File: src/design/dcs_pkg.sv
// Package for the descending count sorter.
// Holds default sizes, the item type and the input queue depth; no dependencies.
package dcs_pkg;
    localparam int CAPACITY_DEF = 64;
    localparam int KEY_BITS_DEF = 32;
    localparam int QDEPTH       = 4;
    localparam int QPW          = $clog2(QDEPTH);

    typedef struct packed {
        logic [7:0]  symbol;
        logic [31:0] count;
        logic        last;
    } item_t;
endpackage

File: src/design/dcs_front.sv
// Front end of the descending count sorter: accepts requests into a short queue.
// Depends on dcs_pkg.
module dcs_front
    import dcs_pkg::*;
(
    input  logic        clk,
    input  logic        rst_n,
    input  logic        push,
    output logic        full,
    input  logic [7:0]  symbol,
    input  logic [31:0] count,
    input  logic        last,
    output logic        deq_valid,
    input  logic        deq_ready,
    output item_t       deq_item
);
    item_t            q_reg [QDEPTH];
    logic [QPW-1:0]   wr_reg, wr_next, rd_reg, rd_next;
    logic [QPW:0]     cnt_reg, cnt_next;
    logic             enq, deq;

    assign full      = (cnt_reg == (QPW+1)'(QDEPTH));
    assign deq_valid = (cnt_reg != '0);
    assign deq_item  = q_reg[rd_reg];
    assign enq       = push && !full;
    assign deq       = deq_valid && deq_ready;

    always_comb
    begin
        wr_next  = enq ? wr_reg + 1'b1 : wr_reg;
        rd_next  = deq ? rd_reg + 1'b1 : rd_reg;
        cnt_next = cnt_reg + (QPW+1)'(enq) - (QPW+1)'(deq);
    end

    always_ff @(posedge clk)
    begin
        if (enq)
        begin
            q_reg[wr_reg] <= '{symbol: symbol, count: count, last: last};
        end
    end

    always_ff @(posedge clk or negedge rst_n)
    begin
        if (!rst_n)
        begin
            wr_reg  <= '0;
            rd_reg  <= '0;
            cnt_reg <= '0;
        end
        else
        begin
            wr_reg  <= wr_next;
            rd_reg  <= rd_next;
            cnt_reg <= cnt_next;
        end
    end
endmodule

File: config.mk
export PLATFORM = sky130hd
export DESIGN_NAME = dcs_front
export DESIGN_NICKNAME = d
export VERILOG_FILES = /design/src/design/dcs_pkg.sv /design/src/design/dcs_front.sv
export SDC_FILE = /design/constraint.sdc
export NUM_CORES = 1
export LEC_CHECK = 0
export ABC_CLOCK_PERIOD_IN_PS = 2470
export BUFFER_PORTS_ARGS = -buffer_cell sky130_fd_sc_hd__buf_2
export CAP_MARGIN = 5
export CORE_MARGIN = 3
export CORE_UTILIZATION = 57
export DETAILED_ROUTE_END_ITERATION = 10
export PLACE_DENSITY = 0.79
export SLEW_MARGIN = 20
export SYNTH_ARGS = -nofsm -noshare
export SYNTH_HDL_FRONTEND = slang
export SYNTH_SLANG_ARGS = --single-unit
File: constraint.sdc
create_clock -name clk -period 2.47 [get_ports clk]
set_clock_uncertainty 0.15 [all_clocks]
set_input_delay 0.247 -clock clk [delete_from_list [all_inputs] [get_ports clk]]
set_output_delay 0.247 -clock clk [all_outputs]
set_load 0.03 [all_outputs]
==> flow_metrics.py, run 1 <==
metrics = {
    "cells_and_area": {
        "fin_nets": 464,
        "area_delta_synth_final_pct": 26.17,
        "fillers": 633,
        "drive_gt1_frac": 0.4188,
        "diodes": 0,
        "multi_input_area_sq_mm": 0.001214,
        "largest_register_ffs": 164,
        "regArea_sq_mm": 0.005105,
    },
    "yosys": {
        "synth_top_cell_area_share": 0.7652,
        "synthCells": 255,
        "synthesis.nets": 307,
        "syn_area_sq_mm": 0.006436,
        "synthFlopType": "edfxtp_1",
        "ys_types": 22,
        "yosysTopAreaCell": "edfxtp_1",
        "synth_xor_area_frac": 0.005443,
        "yosys.area_share.simple": 0.01633,
        "avgSynthCellArea_sq_um": 25.24,
        "synth-seq-cells": 171,
        "synth.mux.area_fraction": 0.1452,
        "yosysSeqAreaShare": 0.7924,
        "synthArstFlopShare": 0.04094,
        "synth_common_cells": "edfxtp_1, mux4_2, dfrtp_1, ha_1, inv_1",
        "synth_compound_area_frac": 0.005054,
        "synth-warning-count": 0,
        "synth_area_leaders": "edfxtp_1, mux4_2, dfrtp_1",
        "synthAdderAreaFrac": 0.01477,
        "synth_top_family_by_area": "multiplexers",
        "yosysMostFrequentCell": "edfxtp_1",
        "synth_edf_count": 164,
    },
    "floorplan": {
        "fp.dieH_microns": 112.3,
        "placementRows": 38,
        "ioPinCount": 88,
        "die_w_microns": 112.3,
        "initial_core_util": 0.5886,
        "fp.coreArea_sq_mm": 0.01094,
        "fp.dieArea_sq_mm": 0.01260,
    },
    "power_and_ir_drop": {
        "p_leak_nw": 2.889,
        "vdd_ir_drop_max_mv": 0.6921,
        "power.density_mw_per_mm2": 1240,
    },
    "drt": {
        "drc": 0,
        "ant_nets": 0,
        "drt-pass1-iter-count": 4,
        "wl_mm": 11.35,
        "viasPerCell": 5.504,
        "drtIter0Drc": 244,
        "vias": 3110,
        "wl_per_cell_microns": 20.09,
    },
    "critical_path": {
        "path_max_fanout": 8,
        "critPathLaunchType": "flip-flop",
        "cp_slowest_cell": "dfrtp_1",
        "critPathCaptureType": "flip-flop",
        "crit_chain": "o31a_1 > ha_1 > inv_1 > ha_1 > inv_1 > fa_1 > xnor2_1 > xnor2_1",
        "crit_type": "flip-flop to flip-flop",
        "slowest_delay_ns": 0.50,
        "cp.arrival_ns": 2.48,
        "crit_required_ns": 2.60,
    },
    "grt": {
        "grt_max_degree": 30,
        "grt_pass1_wl_mm": 18.21,
        "grt_usage": 0.1937,
        "grt_pass1_vias": 3376,
        "grt_overflow": 0,
        "antenna_found_initial": 0,
    },
    "placed_design": {
        "io_buffers": 87,
        "dpl.hpwl_mm": 6.772,
        "routabilityCongestion": 0.7920,
    },
    "status": {
        "status": "finished, final reports clean",
    },
    "clocking": {
        "cts_made_buffers": 17,
        "clock_latency_ns": 0.41,
        "ctsHtreeMaxLevel": 4,
        "clk_path_buf_depth": 2,
        "cts_resized": 0,
        "cts-root-buf": "clkbuf_16",
        "cts.sinks": 171,
        "cts_tree": "done",
        "clkTransAtPathRegs_ns": 0.06,
    },
    "timing": {
        "fin_crit_sh": 0.9513,
        "fin_crit_ns": 2.350,
        "rsz0062_at_grt": "no",
        "tightest_slew_ns": 0.4343,
        "timing.fmax_ghz": 0.4256,
        "hold_ws_ns": 0.02339,
        "drv_slew": 0,
        "tns_ns": 0,
        "setup_viol": 0,
        "hold_viol": 0,
        "slew_headroom": 0.7104,
    },
    "min_path": {
        "min_path_type": "primary input to flip-flop",
    },
    "job": {
        "maxCapViolations": 0,
    },
}
## worst max-delay path, delay by kind of cell, from the launching register on
family                     cells  cell delay (ns)
DFF                            1             0.50
buffers and inverters          2             0.11
xor gates and xnor gates       2             0.29
AOI/OAI and AO/OA              1             0.37
adders and majority gates      3             0.80
## power breakdown
group | total [mW] | internal (mW) | switching (mW)
Sequential | 4.05 | 3.84 | 0.215
Clock | 2.48 | 1.47 | 1.01
Combinational | 3.54 | 1.42 | 2.12
Total | 10.1 | 6.73 | 3.34
## timing repair
| action | CTS | global route |
|---|---|---|
| setup buffers | 3 | 2 |
| cloned | 0 | 0 |
| hold buffers | 42 | 0 |
| endpoints found under the setup margin | 3 | 1 |
| pin swaps | 1 | 1 |
| hold endpoints to repair | 171 | 0 |
## metal layers
layer  GRT usage  vias to the layer above  wire length (microns)
met5           0                        -                      0
met4     0.08253                        0                    208
met3     0.04367                       18                    547
met2      0.3139                       95                   5919
met1      0.2583                     1596                   4673
li1            -                     1401                      -
## placed cells by master, fill, tap and decap left out, drive strengths merged, types with 2 or more instances in the layout
master / netlist / final
clkbuf: 1 / 18
nand4bb: 2 / 2
dlygate4sd3: 0 / 42
clkinvlp: 0 / 3
nand2b: 4 / 4
dfrtp: 7 / 7
clkinv: 0 / 9
buf: 9 / 106
inv: 5 / 5
o211ai: 2 / 2
mux4: 41 / 41
edfxtp: 164 / 164
bufinv: 0 / 2
xnor2: 3 / 3
ha: 6 / 6
and3b: 4 / 4
## worst paths after layout
path / startpoint / to / slack, ns / cells after the start
setup reg to reg: cnt_reg[1] / cnt_reg[2] / 0.12 / 8
hold / removal: deq_ready / rd_reg[1] / 0.02 / 3
setup / recovery: cnt_reg[1] / cnt_reg[2] / 0.12 / 8
min in group asynchronous: rst_n / cnt_reg[2] / 0.05 / 2
hold reg to reg: wr_reg[1] / wr_reg[1] / 0.45 / 2
max in group asynchronous: rst_n / rd_reg[0] / 1.93 / 2
## per-stage QoR
stage	instances	utilization	instance area [sq um]	total power, mW	worst slack (ns)
after global routing	565	0.7426	8120	10.56	0.007924
after floorplan	255	-	6442	6.688	0.02594
final	565	0.7426	8120	10.07	0.1202
after global placement	486	0.6495	7103	7.524	0.1761
after CTS	563	0.7412	8105	10.18	0.01573
after detailed placement	486	0.6495	7103	7.608	0.01500
## cells by family after synthesis
family	after synthesis
and+or+nand+nor	13
muxes	41
AOI/OAI and AO/OA	4
adders and majority gates	7
DFF	171
xor gates and xnor gates	4
buffers and inverters	15
## final cells by class
type	count	area share
repair buffers	148	0.1291
well taps	140	0.02157
inverters	5	0.002311
clock inverters	14	0.01602
clock buffers	18	0.05285
flip-flops and latches	171	0.6287
multi-input cells	69	0.1495
No activity file was read; power rests on OpenSTA's default activity.
==> inputs of run 2 (changes only) <==
CORE_MARGIN = 4   (was 3)
PLACE_DENSITY = 0.89   (was 0.79)
==> run 2 against run 1 <==
  * Power hardly changed
  * First-iteration DRC count shrank 23%
  * Worst setup slack lost 0.016 ns
  * Final cell count fell by 0.71%
  * Clock power is essentially flat
  * Largest cell class unchanged
  * Largest power group unchanged
==> flow_metrics.py, run 2 (synthesis results as in run 1) <==
metrics = {
    "min_path": {
        "min-delay-start": "push",
        "min_path_type": "primary input to flip-flop",
    },
    "drt": {
        "drt-pass1-iter-count": 4,
        "ant_nets": 0,
        "viasPerCell": 5.624,
        "vias": 3155,
        "wl_per_cell_microns": 21.14,
        "wl_mm": 11.86,
        "drc": 0,
        "drtIter0Drc": 187,
    },
    "critical_path": {
        "worstSetupStartpoint": "rd_reg[0]",
        "slowest_delay_ns": 0.56,
        "crit_required_ns": 2.07,
        "crit_type": "flip-flop to output pin",
        "crit_chain": "buf_4 > mux4_2 > buf_2",
        "cp.arrival_ns": 1.97,
        "critPathCaptureType": "output pin",
        "cp_slowest_cell": "dfrtp_4",
        "path_max_fanout": 12,
        "r2r_start": "cnt_reg[1]",
        "path_delay_family": "flip-flops",
        "critPathLaunchType": "flip-flop",
        "cp.buffers_inverters": 2,
    },
    "clocking": {
        "cts_resized": 0,
        "ctsHtreeMaxLevel": 4,
        "cts-root-buf": "clkbuf_16",
        "cts_made_buffers": 17,
        "clkTransAtPathRegs_ns": 0.07,
        "cts.sinks": 171,
        "clock_latency_ns": 0.42,
        "clk_path_buf_depth": 2,
        "cts_tree": "done",
    },
    "grt": {
        "grt.busiest_layer": "met2",
        "grt_pass1_vias": 3443,
        "antenna_found_initial": 0,
        "grt_max_degree": 42,
        "grtUsageMet3": 0.05127,
        "grt_util_met1": 0.2574,
        "grt_overflow": 0,
        "use_met2": 0.3228,
        "grt_usage": 0.1952,
        "grt_pass1_wl_mm": 18.69,
    },
    "power_and_ir_drop": {
        "p_leak_nw": 2.854,
        "vdd_ir_drop_max_mv": 0.7664,
        "p_switching_mw": 3.439,
        "pwr-share-seq": 0.414,
        "internal_power_mw": 6.632,
        "power.share.clock": 0.244,
        "power.density_mw_per_mm2": 1246,
        "swShare": 0.3415,
        "p_comb_frac": 0.342,
    },
    "status": {
        "status": "finished, final reports clean",
    },
    "placed_design": {
        "dpl_worst_slack_ns": 0.1655,
        "routabilityCongestion": 0.7403,
        "dpl.hpwl_mm": 6.825,
        "placed_area_sq_mm": 0.007096,
        "io_buffers": 87,
    },
    "floorplan": {
        "placementRows": 38,
        "initial_core_util": 0.5886,
        "fp.dieH_microns": 114.3,
        "die_w_microns": 114.3,
        "fp.coreArea_sq_mm": 0.01094,
        "fp.dieArea_sq_mm": 0.01306,
        "ioPinCount": 88,
    },
    "timing": {
        "fin_crit_ns": 2.366,
        "fin_crit_sh": 0.9580,
        "slew_headroom": 0.6265,
        "setup_slack_ns": 0.1038,
        "hold_viol": 0,
        "drv_slew": 0,
        "rsz0062_at_grt": "no",
        "setup_viol": 0,
        "tightest_slew_ns": 0.5602,
        "timing.fmax_ghz": 0.4226,
        "tns_ns": 0,
    },
    "cells_and_area": {
        "final_cell_mix": "edfxtp_1, buf_2, dlygate4sd3_1",
        "fin_nets": 460,
        "final_common_cell": "edfxtp_1",
        "diodes": 0,
        "largest_register_ffs": 164,
        "drive_gt1_frac": 0.4181,
        "final_util": 0.7391,
        "final_area_sq_mm": 0.008083,
        "fillers": 643,
        "area_delta_synth_final_pct": 25.58,
    },
    "job": {
        "maxCapViolations": 0,
    },
}
[run 2: metal layers]
layer	wire, microns	up-vias
met5	0	-
met4	80	0
met3	715	9
met2	6085	106
met1	4979	1650
li1	-	1390
[run 2: path summary, 6_finish.rpt]
| kind | slack [ns] | depth (start not counted) | to |
|---|---|---|---|
| max in group asynchronous | 1.94 | 2 | rd_reg[0] |
| min in group asynchronous | 0.04 | 2 | cnt_reg[0] |
| max | 0.10 | 3 | deq_item[4] |
| min | 0.02 | 3 | wr_reg[1] |
| min reg2reg | 0.48 | 2 | wr_reg[1] |
| max reg2reg | 0.16 | 8 | cnt_reg[2] |
[run 2: worst min-delay path, stage by stage]
cell and delay, ns:
buf_2 0.15, nand2_1 0.07, o211ai_1 0.08
[run 2: power by group through the flow]
stage	sequential, mW	combinational [mW]	clock (mW)
floorplan	4.03	2.65	0
global placement	4.19	3.33	0
detailed placement	4.25	3.37	0
CTS	4.18	3.48	2.49
global route	4.23	3.67	2.62
finish	4.17	3.45	2.45
[run 2: area by class of cell]
type                            instances  area [sq um]  area share
Tap cell                              140         175.2     0.02167
Timing Repair Buffer                  144          1018      0.1260
Multi-Input combinational cell         69          1214      0.1502
Clock inverter                         14         122.6     0.01517
Clock buffer                           18         429.2     0.05310
Inverter                                5         18.77    0.002322
Sequential cell                       171          5105      0.6316
[run 2: what timing repair did]
item / 4_1_cts / 5_1_grt
setup endpoints to repair: 1 / 0
hold endpoints to repair: 171 / 0
hold buffers: 42 / 0
buffers inserted: 2 / 0
[run 2: through the flow]
| step | total power [mW] | std cells | hold slack (ns) |
|---|---|---|---|
| after detailed placement | 7.620 | 485 | -0.05431 |
| after global routing | 10.53 | 561 | 0.02781 |
| after global placement | 7.520 | 485 | -0.06687 |
| after CTS | 10.16 | 561 | 0.01265 |
| final | 10.07 | 561 | 0.02121 |
| after floorplan | 6.688 | 255 | -0.1986 |
==> inputs of run 3 (changes only) <==
ABC_AREA = 1   (was unset)
==> run 3 against run 2 <==
  * Non-clock buffer count is 2 higher
  * Highest routed layer unchanged
  * Hold slack better by 0.0019 ns
  * Largest cell class unchanged
  * Final cell count is 56% higher
  * Combinational power is 23% higher
  * Clock-buffer cell count is 3 higher
  * Synthesized cell count is 130% higher
==> flow_metrics.py, run 3 <==
metrics = {
    "drt": {
        "wl_per_cell_microns": 15.76,
        "ant_nets": 0,
        "drt-pass1-iter-count": 4,
        "drtIter0Drc": 264,
        "viasPerCell": 5.151,
        "wl_mm": 13.76,
        "vias": 4497,
        "drc": 0,
    },
    "clocking": {
        "postCtsSetupBuffers": 0,
        "cts_tree": "done",
        "cts_hold_buffers": 44,
        "cts.sinks": 171,
        "clk_path_buf_depth": 2,
        "clock_latency_ns": 0.42,
        "cts-root-buf": "clkbuf_16",
        "clkTransAtPathRegs_ns": 0.06,
        "cts_resized": 0,
        "cts_made_buffers": 17,
        "ctsHtreeMaxLevel": 4,
    },
    "critical_path": {
        "crit_chain": "buf_4 > nand2_1 > o21ai_1 > nand2_1 > nand2_1 > buf_2",
        "cp.arrival_ns": 1.90,
        "slowest_delay_ns": 0.52,
        "critPathCaptureType": "output pin",
        "crit_type": "flip-flop to output pin",
        "cp_slowest_cell": "dfrtp_4",
        "critPathLaunchType": "flip-flop",
        "crit_required_ns": 2.07,
        "crit_top_cell": "nand2_1",
        "path_max_fanout": 29,
    },
    "timing": {
        "rsz0062_at_grt": "no",
        "slew_headroom": 0.6684,
        "timing.fmax_ghz": 0.4360,
        "fin_crit_ns": 2.293,
        "hold_viol": 0,
        "tns_ns": 0,
        "drv_slew": 0,
        "fin_crit_sh": 0.9285,
        "tightest_slew_ns": 0.4975,
        "setup_viol": 0,
        "hold_ws_ns": 0.02313,
        "setup_slack_ns": 0.1765,
    },
    "yosys": {
        "yosysSeqAreaShare": 0.7412,
        "synth_edf_count": 164,
        "synth_area_leaders": "edfxtp_1, nand2_1, nor2_1",
        "synth-warning-count": 0,
        "ys_types": 14,
        "synth_common_cells": "edfxtp_1, nand2_1, nor2_1, inv_1, o21ai_1",
        "synthesis.nets": 631,
        "synth_top_cell_area_share": 0.7158,
        "synthFlopType": "edfxtp_1",
        "synthCells": 579,
        "yosysTopAreaCell": "edfxtp_1",
        "yosysMostFrequentCell": "edfxtp_1",
        "syn_area_sq_mm": 0.006880,
        "synthArstFlopShare": 0.04094,
        "avgSynthCellArea_sq_um": 11.88,
        "synth-seq-cells": 171,
    },
    "power_and_ir_drop": {
        "vdd_ir_drop_max_mv": 0.8132,
        "p_leak_nw": 3.486,
        "power.density_mw_per_mm2": 1243,
        "power_mw": 10.51,
    },
    "floorplan": {
        "initial_core_util": 0.5924,
        "fp.dieH_microns": 117.9,
        "ioPinCount": 88,
        "fp.dieArea_sq_mm": 0.01389,
        "placementRows": 39,
        "die_w_microns": 117.9,
        "fp.coreArea_sq_mm": 0.01161,
    },
    "placed_design": {
        "routabilityCongestion": 0.7945,
        "dpl_worst_slack_ns": 0.3071,
        "placed_area_sq_mm": 0.007518,
        "io_buffers": 87,
        "dpl.hpwl_mm": 8.184,
    },
    "job": {
        "maxCapViolations": 0,
    },
    "cells_and_area": {
        "fin_nets": 769,
        "final_area_sq_mm": 0.008454,
        "diodes": 0,
        "largest_register_ffs": 164,
        "final_cell_mix": "edfxtp_1, nand2_1, buf_2",
        "final_common_cell": "edfxtp_1",
        "area_delta_synth_final_pct": 22.88,
        "drive_gt1_frac": 0.1808,
    },
    "grt": {
        "grt_overflow": 0,
        "grt_pass1_wl_mm": 22.51,
        "grt_pass1_vias": 4728,
        "grt_usage": 0.2090,
        "antenna_found_initial": 0,
        "grt_max_degree": 52,
    },
    "min_path": {
        "min_path_type": "primary input to asynchronous set/reset pin",
    },
    "status": {
        "status": "finished, final reports clean",
    },
}
-- run 3: changes by cell type in the layout (fill, tap and decap cells not counted), moves of 4 or more --
cell,change
inv_1,+51
nor2_1,+83
nand3_1,+5
clkinvlp_4,-5
mux4_2,-38
nor2_4,+4
o21ai_0,+38
o21ai_1,+44
nand2_1,+141
nand2b_1,-4
and3b_2,-4
-- run 3: where the power goes --
| part | switching (mW) | internal [mW] |
|---|---|---|
| registers | 0.193 | 3.83 |
| logic | 3.03 | 1.21 |
| clock network | 0.990 | 1.26 |
-- run 3: area by class of cell --
cell class / instances / area [sq um]
multi-input cells: 323 / 1420
clock inverters: 11 / 55.05
clock buffers: 21 / 440.4
fillers: 747 / 3159
well taps: 143 / 178.9
flip-flops and latches: 171 / 5104
inverters: 58 / 217.7
repair buffers: 146 / 1039
-- run 3: layer usage --
metal / GRT usage / wire, microns
met5: 0 / 0
met2: 0.3769 / 7565
met1: 0.2270 / 5181
met4: 0.08718 / 233
met3: 0.06535 / 782
-- run 3: path summary, 6_finish.rpt --
path                             from          end  slack (ns)  cells after the start
max in group asynchronous       rst_n    rd_reg[0]        1.97                      2
hold reg to reg             rd_reg[1]    rd_reg[1]        0.37                      2
setup / recovery            rd_reg[0]  deq_item[2]        0.18                      6
min in group clk            rd_reg[1]    rd_reg[1]        0.37                      2
hold / removal                  rst_n    rd_reg[1]        0.02                      2
setup reg to reg           cnt_reg[1]   cnt_reg[2]        0.30                     11
-- run 3: cell families after synthesis --
group / count (synthesis) / share of synthesized area
AO/OA/AOI/OAI: 82 / 0.05965
AND/OR/NAND/NOR: 234 / 0.1286
flip-flops: 171 / 0.7412
adder cells (fa/ha/maj): 7 / 0.01382
buffers and inverters: 85 / 0.05674
-- run 3: stage by stage --
stage	cells	util
after floorplan	579	-
after global placement	797	0.6474
after detailed placement	797	0.6474
after CTS	873	0.7280
after global routing	873	0.7280
final	873	0.7280
-- run 3: worst max-delay path: cells and delay by family, from the launching register on --
family / cells / cell delay (ns)
AOI/OAI and AO/OA: 1 / 0.11
DFF: 1 / 0.52
and+or+nand+nor: 3 / 0.32
buffers and inverters: 2 / 0.53
